[config.mk]
export PLATFORM = sky130hd
export DESIGN_NAME = true_strength_index
export DESIGN_NICKNAME = d
export VERILOG_FILES = /design/src/rtl/tsi_pkg.sv /design/src/rtl/tsi_lane.sv /design/src/rtl/tsi_dp.sv /design/src/rtl/tsi_ctrl.sv /design/src/rtl/true_strength_index.sv
export SDC_FILE = /design/constraint.sdc
export NUM_CORES = 2
export LEC_CHECK = 0
export BUFFER_PORTS_ARGS = -buffer_cell sky130_fd_sc_hd__buf_2
export CAP_MARGIN = 20
export CORE_UTILIZATION = 30
export DETAILED_ROUTE_END_ITERATION = 7
export PLACE_DENSITY_LB_ADDON = 0.15
export SETUP_SLACK_MARGIN = 0.05
export SLEW_MARGIN = 30
export SYNTH_ARGS = -nofsm -noshare
export SYNTH_HDL_FRONTEND = slang
export SYNTH_SLANG_ARGS = --single-unit
[constraint.sdc]
create_clock -name clk_i -period 12.8 [get_ports clk_i]
set_clock_uncertainty 0.15 [all_clocks]
set_input_delay 2.56 -clock clk_i [delete_from_list [all_inputs] [get_ports clk_i]]
set_output_delay 2.56 -clock clk_i [all_outputs]
set_load 0.01 [all_outputs]
[src/rtl/tsi_pkg.sv]
package tsi_pkg;

  // field and register widths
  localparam int PRICE_W = 32;
  localparam int OUT_W   = 24;
  localparam int PER_W   = 11;
  localparam int WARM_W  = 10;
  localparam int BAR_W   = 13;
  localparam int IDX_W   = 2;

  // internal value, weight and arithmetic lane widths
  localparam int VAL_W = 48;
  localparam int K_W   = 24;
  localparam int ACC_W = 60;
  localparam int REM_W = 49;
  localparam int CNT_W = 6;

  localparam int unsigned MAX_PERIOD = 1024;
  localparam logic [BAR_W-1:0] BAR_MAX   = '1;
  localparam logic [OUT_W-1:0] OUT_LIMIT = 24'd6553600;

  // iteration counts of the serial lanes
  localparam logic [CNT_W-1:0] ITER_WEIGHT = 6'd25;
  localparam logic [CNT_W-1:0] ITER_SEED   = 6'd43;
  localparam logic [CNT_W-1:0] ITER_MUL    = 6'd24;
  localparam logic [CNT_W-1:0] ITER_FINAL  = 6'd23;

  // configuration register indexes
  localparam logic [IDX_W-1:0] REG_FIRST_PERIOD  = 2'd0;
  localparam logic [IDX_W-1:0] REG_SECOND_PERIOD = 2'd1;
  localparam logic [IDX_W-1:0] REG_EXTRA_WARMUP  = 2'd2;

  typedef enum logic [2:0] {
    OP_WEIGHT,
    OP_SEED1,
    OP_EMA1,
    OP_SEED2,
    OP_EMA2,
    OP_FINAL
  } op_e;

  // controller to datapath
  typedef struct packed {
    logic             prime;
    logic             load;
    logic             acc1;
    logic             acc2;
    logic             start;
    op_e              op;
    logic             publish;
    logic [PER_W-1:0] n1;
    logic [PER_W-1:0] n2;
  } dp_cmd_t;

  // datapath to controller
  typedef struct packed {
    logic done;
  } dp_stat_t;

  // one request to a serial multiply / divide lane
  typedef struct packed {
    logic             start;
    logic             is_mul;
    logic [CNT_W-1:0] iters;
    logic [ACC_W-1:0] acc_init;
    logic [REM_W-1:0] rem_init;
    logic [VAL_W-1:0] opnd;
  } lane_req_t;

endpackage

[src/rtl/tsi_lane.sv]
module tsi_lane (
  input  logic                      clk_i,
  input  logic                      rst_ni,
  input  tsi_pkg::lane_req_t        req_i,
  output logic                      done_o,
  output logic [tsi_pkg::ACC_W-1:0] result_o
);
  import tsi_pkg::*;

  logic             busy_q, done_q, mul_q;
  logic [CNT_W-1:0] cnt_q;
  logic [ACC_W-1:0] acc_q, acc_d;
  logic [REM_W-1:0] rem_q, rem_d;
  logic [VAL_W-1:0] opnd_q;
  logic [REM_W-1:0] trial;
  logic             fits;

  // one shift-add or restoring-divide step per cycle
  always_comb begin
    trial = {rem_q[REM_W-2:0], acc_q[ACC_W-1]};
    fits  = trial >= {1'b0, opnd_q};
    if (mul_q) begin
      acc_d = {acc_q[ACC_W-2:0], 1'b0} + (rem_q[REM_W-1] ? ACC_W'(opnd_q) : '0);
      rem_d = {rem_q[REM_W-2:0], 1'b0};
    end else begin
      acc_d = {acc_q[ACC_W-2:0], fits};
      rem_d = fits ? trial - {1'b0, opnd_q} : trial;
    end
  end

  // iteration control
  always_ff @(posedge clk_i or negedge rst_ni) begin
    if (!rst_ni) begin
      busy_q <= 1'b0;
      done_q <= 1'b0;
      cnt_q  <= '0;
    end else begin
      done_q <= 1'b0;
      if (req_i.start) begin
        busy_q <= 1'b1;
        cnt_q  <= req_i.iters;
      end else if (busy_q) begin
        cnt_q <= cnt_q - 1'b1;
        if (cnt_q == 1) begin
          busy_q <= 1'b0;
          done_q <= 1'b1;
        end
      end
    end
  end

  // operand and partial result registers
  always_ff @(posedge clk_i) begin
    if (req_i.start) begin
      mul_q  <= req_i.is_mul;
      acc_q  <= req_i.acc_init;
      rem_q  <= req_i.rem_init;
      opnd_q <= req_i.opnd;
    end else if (busy_q) begin
      acc_q <= acc_d;
      rem_q <= rem_d;
    end
  end

  assign done_o   = done_q;
  assign result_o = acc_q;

  assert property (@(posedge clk_i) disable iff (!rst_ni) done_q |-> !busy_q)
    else $error("lane reports done while still iterating");
  assert property (@(posedge clk_i) disable iff (!rst_ni) req_i.start |-> !busy_q)
    else $error("lane started while busy");
  assert property (@(posedge clk_i) disable iff (!rst_ni) busy_q |-> cnt_q != 0)
    else $error("lane iteration count ran out while busy");

endmodule

[src/rtl/tsi_dp.sv]
module tsi_dp (
  input  logic                        clk_i,
  input  tsi_pkg::dp_cmd_t            cmd_i,
  output tsi_pkg::dp_stat_t           stat_o,
  input  logic [tsi_pkg::PRICE_W-1:0] price_i,
  output logic [tsi_pkg::OUT_W-1:0]   tsi_value_o,
  input  logic                        rst_ni
);
  import tsi_pkg::*;

  logic [PRICE_W-1:0] prev_q;
  logic [VAL_W-1:0]   mom_q, mag_q, mom_d;
  logic [VAL_W-1:0]   seed1_q [2];
  logic [VAL_W-1:0]   ema1_q  [2];
  logic [VAL_W-1:0]   seed2_q [2];
  logic [VAL_W-1:0]   ema2_q  [2];
  logic [VAL_W-1:0]   chain_x [2];
  logic [K_W-1:0]     k1_q, k2_q;
  logic [OUT_W-1:0]   out_q;
  op_e                op_q;
  logic [1:0]         neg_q, neg_d;
  logic               ovf_q;
  lane_req_t          req [2];
  logic [1:0]         done;
  logic [ACC_W-1:0]   res [2];
  logic [VAL_W-1:0]   num_abs;
  logic [36:0]        fin_a;
  logic [ACC_W-1:0]   fin_b, fin_d;
  logic               fin_ovf, den_pos;

  function automatic logic [VAL_W-1:0] abs48(logic [VAL_W-1:0] v);
    return v[VAL_W-1] ? -v : v;
  endfunction

  // ema plus floor(product / 2^24)
  function automatic logic [VAL_W-1:0] ema_upd(logic [VAL_W-1:0] ema,
                                               logic [ACC_W-1:0] p, logic n);
    logic [ACC_W-1:0] r;
    logic [VAL_W-1:0] m;
    r = n ? p + ACC_W'(24'hFFFFFF) : p;
    m = {12'b0, r[ACC_W-1:24]};
    return n ? ema - m : ema + m;
  endfunction

  assign chain_x[0] = mom_q;
  assign chain_x[1] = mag_q;
  assign mom_d      = {16'b0, price_i} - {16'b0, prev_q};

  // scaled numerator for the final quotient: |num| * 6553600
  assign num_abs = abs48(ema2_q[0]);
  assign fin_a   = num_abs[36:0];
  assign fin_b   = {23'b0, fin_a};
  assign fin_d   = (fin_b << 22) + (fin_b << 21) + (fin_b << 18);
  assign fin_ovf = {11'b0, fin_d[ACC_W-1:23]} >= ema2_q[1];
  assign den_pos = !ema2_q[1][VAL_W-1] && (ema2_q[1] != '0);

  // operand set-up, lane 0 signed chain, lane 1 magnitude chain
  for (genvar l = 0; l < 2; l++) begin : g_lane
    always_comb begin
      logic [PER_W:0]   d;
      logic [25:0]      dv;
      logic [VAL_W-1:0] mg;
      logic [VAL_W:0]   df;
      d  = (l == 0) ? {1'b0, cmd_i.n1} + 1'b1 : {1'b0, cmd_i.n2} + 1'b1;
      dv = 26'h2000000 + 26'(d >> 1);
      mg = '0;
      df = '0;
      req[l].start    = cmd_i.start;
      req[l].is_mul   = 1'b0;
      req[l].iters    = ITER_WEIGHT;
      req[l].acc_init = '0;
      req[l].rem_init = '0;
      req[l].opnd     = '0;
      neg_d[l]        = 1'b0;
      case (cmd_i.op)
        OP_WEIGHT: begin
          req[l].acc_init = {dv[24:0], 35'b0};
          req[l].rem_init = REM_W'(dv[25]);
          req[l].opnd     = VAL_W'(d);
        end
        OP_SEED1, OP_SEED2: begin
          mg = (cmd_i.op == OP_SEED1) ? seed1_q[l] : seed2_q[l];
          neg_d[l] = mg[VAL_W-1];
          mg = abs48(mg);
          req[l].iters    = ITER_SEED;
          req[l].acc_init = {mg[42:0], 17'b0};
          req[l].opnd     = (cmd_i.op == OP_SEED1) ? VAL_W'(cmd_i.n1) : VAL_W'(cmd_i.n2);
        end
        OP_EMA1, OP_EMA2: begin
          if (cmd_i.op == OP_EMA1) begin
            df = {chain_x[l][VAL_W-1], chain_x[l]} - {ema1_q[l][VAL_W-1], ema1_q[l]};
            req[l].rem_init = {k1_q, 25'b0};
          end else begin
            df = {ema1_q[l][VAL_W-1], ema1_q[l]} - {ema2_q[l][VAL_W-1], ema2_q[l]};
            req[l].rem_init = {k2_q, 25'b0};
          end
          neg_d[l] = df[VAL_W];
          df = df[VAL_W] ? -df : df;
          req[l].is_mul = 1'b1;
          req[l].iters  = ITER_MUL;
          req[l].opnd   = df[VAL_W-1:0];
        end
        OP_FINAL: begin
          neg_d[l] = ema2_q[0][VAL_W-1];
          req[l].iters    = ITER_FINAL;
          req[l].acc_init = {fin_d[22:0], 37'b0};
          req[l].rem_init = {12'b0, fin_d[ACC_W-1:23]};
          req[l].opnd     = ema2_q[1];
        end
        default: ;
      endcase
    end

    tsi_lane u_lane (
      .clk_i   (clk_i),
      .rst_ni  (rst_ni),
      .req_i   (req[l]),
      .done_o  (done[l]),
      .result_o(res[l])
    );
  end

  assign stat_o.done = done[0];

  // chain state, weights and result register
  always_ff @(posedge clk_i or negedge rst_ni) begin
    if (!rst_ni) begin
      prev_q <= '0;
      mom_q  <= '0;
      mag_q  <= '0;
      k1_q   <= '0;
      k2_q   <= '0;
      op_q   <= OP_WEIGHT;
      neg_q  <= '0;
      ovf_q  <= 1'b0;
      out_q  <= '0;
      for (int i = 0; i < 2; i++) begin
        seed1_q[i] <= '0;
        ema1_q[i]  <= '0;
        seed2_q[i] <= '0;
        ema2_q[i]  <= '0;
      end
    end else begin
      if (cmd_i.prime) prev_q <= price_i;
      if (cmd_i.load) begin
        prev_q <= price_i;
        mom_q  <= mom_d;
        mag_q  <= abs48(mom_d);
      end
      if (cmd_i.start) begin
        op_q  <= cmd_i.op;
        neg_q <= neg_d;
        ovf_q <= fin_ovf;
      end
      for (int i = 0; i < 2; i++) begin
        if (cmd_i.acc1) seed1_q[i] <= seed1_q[i] + chain_x[i];
        if (cmd_i.acc2) seed2_q[i] <= seed2_q[i] + ema1_q[i];
        if (done[0]) begin
          case (op_q)
            OP_SEED1: ema1_q[i] <= neg_q[i] ? -res[i][VAL_W-1:0] : res[i][VAL_W-1:0];
            OP_SEED2: ema2_q[i] <= neg_q[i] ? -res[i][VAL_W-1:0] : res[i][VAL_W-1:0];
            OP_EMA1:  ema1_q[i] <= ema_upd(ema1_q[i], res[i], neg_q[i]);
            OP_EMA2:  ema2_q[i] <= ema_upd(ema2_q[i], res[i], neg_q[i]);
            default: ;
          endcase
        end
      end
      if (done[0] && op_q == OP_WEIGHT) begin
        k1_q <= res[0][K_W-1:0];
        k2_q <= res[1][K_W-1:0];
      end
      // zero for a non-positive denominator, else clamp and sign of the final quotient
      if (cmd_i.publish) begin
        if (!den_pos) begin
          out_q <= '0;
        end else if (ovf_q || {1'b0, res[0][22:0]} > OUT_LIMIT) begin
          out_q <= neg_q[0] ? -OUT_LIMIT : OUT_LIMIT;
        end else begin
          out_q <= neg_q[0] ? -{1'b0, res[0][22:0]} : {1'b0, res[0][22:0]};
        end
      end
    end
  end

  assign tsi_value_o = out_q;

endmodule

[src/rtl/tsi_ctrl.sv]
module tsi_ctrl (
  input  logic                      clk_i,
  input  logic                      rst_ni,
  input  logic                      cfg_we_i,
  input  logic [tsi_pkg::IDX_W-1:0] cfg_idx_i,
  input  logic [tsi_pkg::PER_W-1:0] cfg_data_i,
  input  logic                      s_valid_i,
  output logic                      s_ready_o,
  output logic                      m_valid_o,
  input  logic                      m_ready_i,
  output tsi_pkg::dp_cmd_t          cmd_o,
  input  tsi_pkg::dp_stat_t         stat_i
);
  import tsi_pkg::*;

  typedef enum logic [3:0] {
    S_IDLE, S_WGT, S_WGT_WAIT, S_ST1, S_SEED1, S_W1,
    S_ST2, S_SEED2, S_W2, S_END, S_WF, S_PUB
  } state_e;

  state_e            state_q;
  logic [PER_W-1:0]  n1_q, n2_q, n1c, n2c;
  logic [WARM_W-1:0] u_q;
  logic              wt_pend_q, primed_q, out_valid_q;
  logic [BAR_W-1:0]  bar_q, j;
  logic [PER_W:0]    l1, l2;
  logic              in1, seed1_now, in2, j_lt, seed2_now, emit, accept, out_free;

  // effective periods and warm-up boundaries
  always_comb begin
    n1c = (n1_q < 2) ? PER_W'(2) : (n1_q > PER_W'(MAX_PERIOD)) ? PER_W'(MAX_PERIOD) : n1_q;
    n2c = (n2_q < 2) ? PER_W'(2) : (n2_q > PER_W'(MAX_PERIOD)) ? PER_W'(MAX_PERIOD) : n2_q;
    l1  = {1'b0, n1c} - 1'b1 + (PER_W+1)'(u_q);
    l2  = {1'b0, n2c} - 1'b1 + (PER_W+1)'(u_q);
    in1       = bar_q < BAR_W'(n1c);
    seed1_now = bar_q == BAR_W'(n1c) - 1'b1;
    in2       = bar_q >= BAR_W'(l1);
    j         = bar_q - BAR_W'(l1);
    j_lt      = j < BAR_W'(n2c);
    seed2_now = j == BAR_W'(n2c) - 1'b1;
    emit      = bar_q >= BAR_W'(l1) + BAR_W'(l2);
  end

  assign s_ready_o = (state_q == S_IDLE) && !wt_pend_q;
  assign accept    = s_ready_o && s_valid_i;
  assign out_free  = !out_valid_q || m_ready_i;
  assign m_valid_o = out_valid_q;

  // datapath commands
  always_comb begin
    cmd_o    = '0;
    cmd_o.n1 = n1c;
    cmd_o.n2 = n2c;
    cmd_o.op = OP_WEIGHT;
    case (state_q)
      S_IDLE: begin
        cmd_o.prime = accept && !primed_q;
        cmd_o.load  = accept && primed_q;
      end
      S_WGT: cmd_o.start = 1'b1;
      S_ST1: begin
        if (in1) begin
          cmd_o.acc1 = 1'b1;
        end else begin
          cmd_o.start = 1'b1;
          cmd_o.op    = OP_EMA1;
        end
      end
      S_SEED1: begin
        cmd_o.start = 1'b1;
        cmd_o.op    = OP_SEED1;
      end
      S_ST2: begin
        if (in2 && j_lt) begin
          cmd_o.acc2 = 1'b1;
        end else if (in2) begin
          cmd_o.start = 1'b1;
          cmd_o.op    = OP_EMA2;
        end
      end
      S_SEED2: begin
        cmd_o.start = 1'b1;
        cmd_o.op    = OP_SEED2;
      end
      S_END: begin
        cmd_o.start = emit;
        cmd_o.op    = OP_FINAL;
      end
      S_PUB: cmd_o.publish = out_free;
      default: ;
    endcase
  end

  // sequencer, configuration registers and output word flag
  always_ff @(posedge clk_i or negedge rst_ni) begin
    if (!rst_ni) begin
      state_q     <= S_IDLE;
      n1_q        <= PER_W'(25);
      n2_q        <= PER_W'(13);
      u_q         <= '0;
      wt_pend_q   <= 1'b1;
      primed_q    <= 1'b0;
      bar_q       <= '0;
      out_valid_q <= 1'b0;
    end else begin
      if (cfg_we_i) begin
        case (cfg_idx_i)
          REG_FIRST_PERIOD:  n1_q <= cfg_data_i;
          REG_SECOND_PERIOD: n2_q <= cfg_data_i;
          REG_EXTRA_WARMUP:  u_q  <= cfg_data_i[WARM_W-1:0];
          default: ;
        endcase
        wt_pend_q <= 1'b1;
      end else if (state_q == S_WGT) begin
        wt_pend_q <= 1'b0;
      end

      out_valid_q <= cmd_o.publish || (out_valid_q && !m_ready_i);

      case (state_q)
        S_IDLE: begin
          if (wt_pend_q) begin
            state_q <= S_WGT;
          end else if (accept) begin
            primed_q <= 1'b1;
            if (primed_q) state_q <= S_ST1;
          end
        end
        S_WGT:      state_q <= S_WGT_WAIT;
        S_WGT_WAIT: if (stat_i.done) state_q <= S_IDLE;
        S_ST1: begin
          if (in1) state_q <= seed1_now ? S_SEED1 : S_ST2;
          else     state_q <= S_W1;
        end
        S_SEED1: state_q <= S_W1;
        S_W1:    if (stat_i.done) state_q <= S_ST2;
        S_ST2: begin
          if (in2 && j_lt) state_q <= seed2_now ? S_SEED2 : S_END;
          else if (in2)    state_q <= S_W2;
          else             state_q <= S_END;
        end
        S_SEED2: state_q <= S_W2;
        S_W2:    if (stat_i.done) state_q <= S_END;
        S_END: begin
          if (bar_q != BAR_MAX) bar_q <= bar_q + 1'b1;
          state_q <= emit ? S_WF : S_IDLE;
        end
        S_WF:  if (stat_i.done) state_q <= S_PUB;
        S_PUB: if (out_free) state_q <= S_IDLE;
        default: state_q <= S_IDLE;
      endcase
    end
  end

  assert property (@(posedge clk_i) disable iff (!rst_ni)
    stat_i.done |-> (state_q == S_WGT_WAIT || state_q == S_W1 ||
                     state_q == S_W2 || state_q == S_WF))
    else $error("lane finished outside a wait state");
  assert property (@(posedge clk_i) disable iff (!rst_ni)
    (accept && primed_q && !wt_pend_q) |=> state_q == S_ST1)
    else $error("accepted price did not start processing");
  assert property (@(posedge clk_i) disable iff (!rst_ni)
    cmd_o.publish |-> (!out_valid_q || m_ready_i))
    else $error("result overwrote a word not yet taken");
  assert property (@(posedge clk_i) disable iff (!rst_ni)
    bar_q >= $past(bar_q))
    else $error("bar count went backwards");

endmodule

[src/rtl/true_strength_index.sv]
// True strength index over a stream of unsigned Q16.16 close prices. The
// first price after reset only primes the previous price; each later price
// feeds its momentum and its magnitude through two cascaded EMA stages, and
// once both warm-ups are over every price gives one signed Q7.16 result,
// clamped to +-100. Work is done by two serial lanes (one per chain) that
// multiply or divide one bit per cycle, so the per-price time is set by
// those lanes: in steady state two 24-step multiplies and a 23-step final
// divide, on the bars where a stage is seeded a 43-step mean division, on
// warm-up bars the first EMA only, and on bars that only add to a seed no
// lane work at all. After reset and after every register write the weights
// 2/(N+1) are recomputed by a 25-step division in which no price is taken.
// One result word is held on the output; while it waits the next price is
// still taken and worked on, but its result and any price after it wait
// until the held word is taken.
module true_strength_index (
  input  logic                        clk_i,
  input  logic                        rst_ni,
  input  logic                        cfg_we_i,
  input  logic [tsi_pkg::IDX_W-1:0]   cfg_idx_i,
  input  logic [tsi_pkg::PER_W-1:0]   cfg_data_i,
  input  logic                        s_axis_tvalid,
  output logic                        s_axis_tready,
  input  logic [tsi_pkg::PRICE_W-1:0] s_axis_tdata,   // [31:0] price
  output logic                        m_axis_tvalid,
  input  logic                        m_axis_tready,
  output logic [tsi_pkg::OUT_W-1:0]   m_axis_tdata    // [23:0] tsi_value
);
  import tsi_pkg::*;

  dp_cmd_t  cmd;
  dp_stat_t stat;

  tsi_ctrl u_ctrl (
    .clk_i     (clk_i),
    .rst_ni    (rst_ni),
    .cfg_we_i  (cfg_we_i),
    .cfg_idx_i (cfg_idx_i),
    .cfg_data_i(cfg_data_i),
    .s_valid_i (s_axis_tvalid),
    .s_ready_o (s_axis_tready),
    .m_valid_o (m_axis_tvalid),
    .m_ready_i (m_axis_tready),
    .cmd_o     (cmd),
    .stat_i    (stat)
  );

  tsi_dp u_dp (
    .clk_i      (clk_i),
    .cmd_i      (cmd),
    .stat_o     (stat),
    .price_i    (s_axis_tdata),
    .tsi_value_o(m_axis_tdata),
    .rst_ni     (rst_ni)
  );

endmodule
**Yosys cells after proc, flatten, opt, wreduce, memory -nomap -nowiden**

Index checks and enable logic that the tools add are counted.
W data, S select, Z words.

- Register bits: 957
- Bits of input ports: 50
- Output and inout bits: 26

- Add/subtract/negate cells: 49
- Magnitude comparators: 12
- Equal/unequal tests: 34
- Mux-type cells: 103
- Bitwise gates (word level): 1
- Reduce and logical (&&, ||, !) cells: 38

Operators by type and width:

| cell | count |
|---|---|
| $mux W49 | 13 |
| $mux W48 | 13 |
| $mux W60 | 8 |
| $pmux W48 S2 | 4 |
| $pmux W48 S4 | 2 |
| $pmux W60 S3 | 2 |
| $pmux W49 S3 | 2 |
| $neg A48 Y48 | 5 |
| $add A48 B36 Y48 | 4 |
| $add A48 B48 Y48 | 4 |
| $sub A48 B36 Y48 | 4 |
| $sub A48 B48 Y49 | 3 |
| $add A60 B24 Y60 const B | 2 |
| $add A60 B48 Y60 | 2 |
| $ge A49 B48 Y1 | 2 |
| $sub A49 B48 Y49 | 2 |
| $mux W24 | 4 |
| $mux W43 | 2 |
| $neg A43 Y43 | 2 |
| $mux W32 | 2 |
| $add A59 B58 Y60 | 1 |
| $add A60 B55 Y60 | 1 |
| $mux W4 | 15 |
| $mux W11 | 5 |
| 56 further kinds | 133 |

**Depth between registers and ports, before layout**

- Depth after elaboration: 16
- Depth in mapped cells: 38
- Gate-level depth less buffers: 35

**Cells and area by module**

Synthesis repeated with hierarchy kept, for this count alone.

- Cell total of the unflattened synthesis: 13,063
- Area, all modules: 105,234.7 sq um

Modules (own cells, without submodules):

| module | times used | cells an instance | area each (sq um) |
|---|---|---|---|
| tsi_dp | 1 | 9,230 | 71,438.5 |
| tsi_lane (u_dp.g_lane[0].u_lane) | 1 | 1,507 | 13,686.9 |
| tsi_lane (u_dp.g_lane[1].u_lane) | 1 | 1,523 | 13,523.0 |
| tsi_ctrl | 1 | 803 | 6,586.3 |

**Least setup slack after synthesis**

No wires, ideal clock.

- Path kind: reg-to-reg
- Start point: register u_ctrl.n1_q[4]
- End point: register u_dp.g_lane[0].u_lane.rem_q[0] (enable)
- Data arrival time: 7.858 ns
- Data required time: 11.646 ns
- Setup slack: 3.788 ns
- Stages on the path, launching flop included: 34
- Clock period less this slack: 9.012 ns
- Path through: dfstp_2 > clkbuf_1 > nor4_1 > and2_1 > nor2_1 > nor2_1 > xnor2_1 > ha_1 > inv_1 > fa_1 > nor2b_1 > o21ai_1 > nand2b_1 > xor2_1 > inv_1 > ha_1 > o21a_1 > o31a_1 > nor4_1 > nor2_1 > xnor2_1 > xnor2_1 > ha_1 > a211o_1 > o221ai_1 > o211ai_1 > a31oi_1 > o211a_1 > nor2_1 > nor2_2 > inv_2 > nor3_2 > buf_2 > nand2_1

- Longest elaborated chain between the ends: 11

RTL lines:

| what | RTL line | source |
|---|---|---|
| start, declared | tsi_ctrl.sv:22 | `logic [PER_W-1:0] n1_q, n2_q, n1c, n2c;` |
| start signal, assigned | tsi_ctrl.sv:108 | `REG_FIRST_PERIOD: n1_q <= cfg_data_i;` |
| $gt A11 B11 Y1 | tsi_ctrl.sv:31 | `n1c = (n1_q < 2) ? PER_W'(2) : (n1_q > PER_W'(MAX_PERIOD)) ? PER_W'(MAX_PERIOD) : n1_q;` |
| $mux W11 | tsi_ctrl.sv:31 |  |
| $mux W11 (*) | tsi_ctrl.sv:31 |  |
| $sub A11 B1 Y12 | tsi_ctrl.sv:33 | `l1 = {1'b0, n1c} - 1'b1 + (PER_W+1)'(u_q);` |
| $add A12 B10 Y12 | tsi_ctrl.sv:33 |  |
| $sub A13 B12 Y13 | tsi_ctrl.sv:38 | `j = bar_q - BAR_W'(l1);` |
| $lt A13 B11 Y1 | tsi_ctrl.sv:39 | `j_lt = j < BAR_W'(n2c);` |
| $logic_and A1 B1 Y1 | tsi_ctrl.sv:74 | `if (in2 && j_lt) begin` |
| $mux W4 | tsi_ctrl.sv:74 |  |
| $pmux W1 S4 (*) | tsi_ctrl.sv:55 | `case (state_q)` |
| $reduce_bool A2 Y1 (no line) (*) | n/a |  |
| end signal, assigned | tsi_lane.sv:57 | `rem_q <= req_i.rem_init;` |
| end signal, assigned | tsi_lane.sv:61 | `rem_q <= rem_d;` |
| end, declared | tsi_lane.sv:13 | `logic [REM_W-1:0] rem_q, rem_d;` |

Every way passes the cells marked *; elsewhere a longest branch is shown, timed or not.
A chain may end at the register's enable or synchronous reset.

**Worst setup path after layout**

- Start point: register u_ctrl.n1_q[9]
- End point: register u_dp.g_lane[0].u_lane.acc_q[55] (data pin)

- Longest elaborated chain between the ends: 16

RTL lines:

| what | RTL line | source |
|---|---|---|
| $gt A11 B11 Y1 | tsi_ctrl.sv:31 |  |
| $mux W11 | tsi_ctrl.sv:31 |  |
| $mux W11 (*) | tsi_ctrl.sv:31 |  |
| $sub A11 B1 Y12 | tsi_ctrl.sv:33 |  |
| $add A12 B10 Y12 | tsi_ctrl.sv:33 |  |
| $sub A13 B12 Y13 | tsi_ctrl.sv:38 |  |
| $lt A13 B11 Y1 | tsi_ctrl.sv:39 |  |
| $logic_and A1 B1 Y1 | tsi_ctrl.sv:74 |  |
| $mux W4 | tsi_ctrl.sv:74 |  |
| $pmux W3 S5 | tsi_ctrl.sv:55 |  |
| $eq A3 B1 Y1 | tsi_dp.sv:75, tsi_dp.sv:82 |  |
| $mux W48 | tsi_dp.sv:82 | `mg = (cmd_i.op == OP_SEED1) ? seed1_q[l] : seed2_q[l];` |
| $neg A43 Y43 | tsi_dp.sv:32 | `return v[VAL_W-1] ? -v : v;` |
| $mux W43 | tsi_dp.sv:32 |  |
| $pmux W60 S3 | tsi_dp.sv:75 | `case (cmd_i.op)` |
| $mux W60 (*) | tsi_lane.sv:54 | `if (req_i.start) begin` |
| end signal, assigned | tsi_lane.sv:56 | `acc_q <= req_i.acc_init;` |
| end, declared | tsi_lane.sv:12 | `logic [ACC_W-1:0] acc_q, acc_d;` |

Marked as above.

==> results.json <==
{
  "outcome": "completed",
  "synth_edf_count": 315,
  "place_area_um2": 109500,
  "hold_buffers": 0,
  "cpMaxStageDelayCell": "nor4_1",
  "path_clk_slew_ps": 60,
  "required_ps": 13250,
  "grt_usage_pct": 27.09,
  "ys_seq_area_share_pct": 24.58,
  "fin_crit_ps": 9371,
  "end_kind": "flop",
  "grt_max_degree": 140,
  "synth_area_per_cell_um2": 8.061,
  "ys_ff_latch": 956,
  "drt_drc_violations_left": 0,
  "root_buffer": "clkbuf_16",
  "dieArea_um2": 348200,
  "synthTopCellsByArea": "dfrtp_1 (15%), ha_1 (12%), edfxtp_1 (9.1%)",
  "setup_tns_ps": 0,
  "cp_max_fo": 132,
  "routed_via_density": 5.727,
  "slowest_delay_ps": 610,
  "drtIter0Drc": 10309,
  "drive_gt1_share_pct": 6.283,
  "slew_violations": 0,
  "post_cts_buffers": 0,
  "clk_latency_ps": 900,
  "worstMarginPinSlew_ps": 1215,
  "gp_congestion": 1.037,
  "finalHoldWorstSlack_ps": 321.4,
  "dr.pass1.iters": 7,
  "setup_viol": 0,
  "synth_fp_nets": 13954,
  "antenna_left": 0,
  "synth_top_area_cell": "dfrtp_1",
  "start_util_pct": 30.21,
  "synth_top_area_share_pct": 15.29,
  "path_class": "flop to flop",
  "yosys.cell_count.top_type": "nand2_1",
  "vias": 99672,
  "grt_setup_unrepaired": "no",
  "cts_tree": "yes",
  "hpwl_um": 395800,
  "cts_resized": 0,
  "cp-start-kind": "flop",
  "grt_antenna_before_repair": 48,
  "synth.cell_area_um2": 103800,
  "yosys_most_used_dff": "dfrtp_1",
  "grt_remaining_overflow": 0,
  "grt_pass1_wl_um": 688300,
  "yosysWarnings": 0,
  "hp-class": "flop to flop",
  "wl_per_cell_um": 28.01,
  "io_buffers": 75,
  "synthTopCellsByCount": "nand2_1 (1219), o21ai_0 (1099), a21oi_1 (1005)",
  "synthArstFlopShare_pct": 67.05,
  "num_rows": 215,
  "ys_types": 124,
  "max_cap_viol_count": 0,
  "grt_pass1_vias": 92739,
  "critPathArrivalTime_ps": 9820,
  "cts_htree_levels": 4,
  "max_slew_margin_pct": 18.40,
  "final_area_um2": 114500,
  "core-area_um2": 343500,
  "cts_buffers": 144,
  "finalHoldViolations": 0,
  "wl_um": 487400,
  "die_h_um": 590.1,
  "clockBufferDepth": 4,
  "clock.fmax_ghz": 0.1067,
  "fin_nets": 13800,
  "top_level_ports": 76,
  "die_w_um": 590.1,
  "syn_to_final_growth_pct": 10.30,
  "finalCritPeriodShare_pct": 73.21,
  "numClockSinks": 956,
  "netlist_instances": 12873
}
==> per-layer routing <==
metal  vias to the layer above  track usage (%)  part of all wire, %
met5                         -                0                0.023
met2                      3732            38.89                   40
li1                      46741                -                    -
met4                        16            12.54                  5.4
met1                     48531            38.57                   46
met3                       652            5.416                  8.5
==> worst max-delay path, delay by kind of cell (launching register included) <==
family | cells | cell delay (ps)
compound gates | 10 | 1790
fa+ha+maj | 4 | 1280
flops | 1 | 420
buf+inv | 6 | 1750
xor+xnor | 4 | 740
simple gates | 12 | 2620
==> kinds of logic (layout without fill, tap and decap cells) <==
logic type	count (synthesis)	after routing	share of synthesized area (%)
AND/OR/NAND/NOR	3792	3792	17.71
AO/OA/AOI/OAI	4176	4176	25.61
flip-flops	956	956	24.58
other	0	18	0
multiplexers	373	373	3.761
buffers and inverters	1261	1216	4.652
XOR/XNOR	1276	1276	10.78
adder cells (fa/ha/maj)	1039	1039	12.91
==> layout by cell type, fill, tap and decap left out, drive strengths merged, types with 58 or more instances in the layout <==
cell    synthesis  routed
a22oi          58      58
a21oi        1007    1007
dfrtp         634     634
inv           732     736
a31oi         186     186
nor3          291     291
a211oi        127     127
o31ai         108     108
edfxtp        315     315
xnor2         731     731
nand2b        165     165
mux2          129     129
o21bai        128     128
o21a          155     155
mux2i         244     244
nor4           69      69
buf           100     227
nor2          836     836
xor2          545     545
or3            87      87
nand3         282     282
o21ai        1123    1123
nand2        1220    1220
ha            976     976
clkbuf        427     200
and3          136     136
o211ai        151     151
nor2b         147     147
o22ai          87      87
nand4         140     140
a21o          522     522
and2          189     189
==> through the flow <==
step                cells  setup slack (ps)  util (%)
finish              17403              3429     33.32
global route        17387              2766     33.31
CTS                 17384              3486     33.28
detailed placement  17129              3600     31.88
global placement    17128              3627     31.82
floorplan           12873              3788         -
==> area by class of cell <==
cell class / instances / area (µm²)
clock buffers: 200 / 4110
diodes: 18 / 45.04
multi-input cells: 10656 / 73950
fillers: 36402 / 229100
repair buffers: 227 / 1679
flip-flops and latches: 956 / 25510
clock inverters: 55 / 694.4
inverters: 734 / 2763
well taps: 4557 / 5702
==> final timing paths <==
path | from | to | slack, ps | depth (start not counted)
max | u_ctrl.n1_q[9]$_DFFE_PN0P_ | u_dp.g_lane[0].u_lane.result_o[55]$_DFFE_PP_ | 3430 | 36
min | u_dp.tsi_value_o[23]$_DFFE_PN0P_ | u_dp.tsi_value_o[23]$_DFFE_PN0P_ | 320 | 1
max reg2reg | u_ctrl.n1_q[9]$_DFFE_PN0P_ | u_dp.g_lane[0].u_lane.result_o[55]$_DFFE_PP_ | 3430 | 36
min reg2reg | u_dp.tsi_value_o[23]$_DFFE_PN0P_ | u_dp.tsi_value_o[23]$_DFFE_PN0P_ | 320 | 1
max in group asynchronous | rst_ni | u_dp.neg_q[0]$_DFFE_PN0P_ | 9030 | 3
min in group asynchronous | rst_ni | u_dp.seed1_q[43]$_DFFE_PN0P_ | 1510 | 1
==> registers in the layout (all words and copies together) (netlist names), 3 cells and up <==
signal,count
u_ctrl.n1_q,11
u_dp.k1_q,24
u_dp.ema2_q,96
u_dp.op_q,3
u_dp.k2_q,24
u_ctrl.state_q,4
u_ctrl.bar_q,13
u_dp.tsi_value_o,24
u_dp.mom_q,32
u_dp.g_lane.u_lane.result_o,120
u_dp.g_lane.u_lane.cnt_q,12
u_dp.seed2_q,96
u_dp.g_lane.u_lane.rem_q,98
u_ctrl.n2_q,11
u_ctrl.u_q,10
u_dp.g_lane.u_lane.opnd_q,96
u_dp.ema1_q,96
u_dp.seed1_q,96
u_dp.prev_q,32
u_dp.mag_q,48
Power is not shown: default switching activity piles up to over one toggle a cycle in this logic, so the estimate is an artifact.
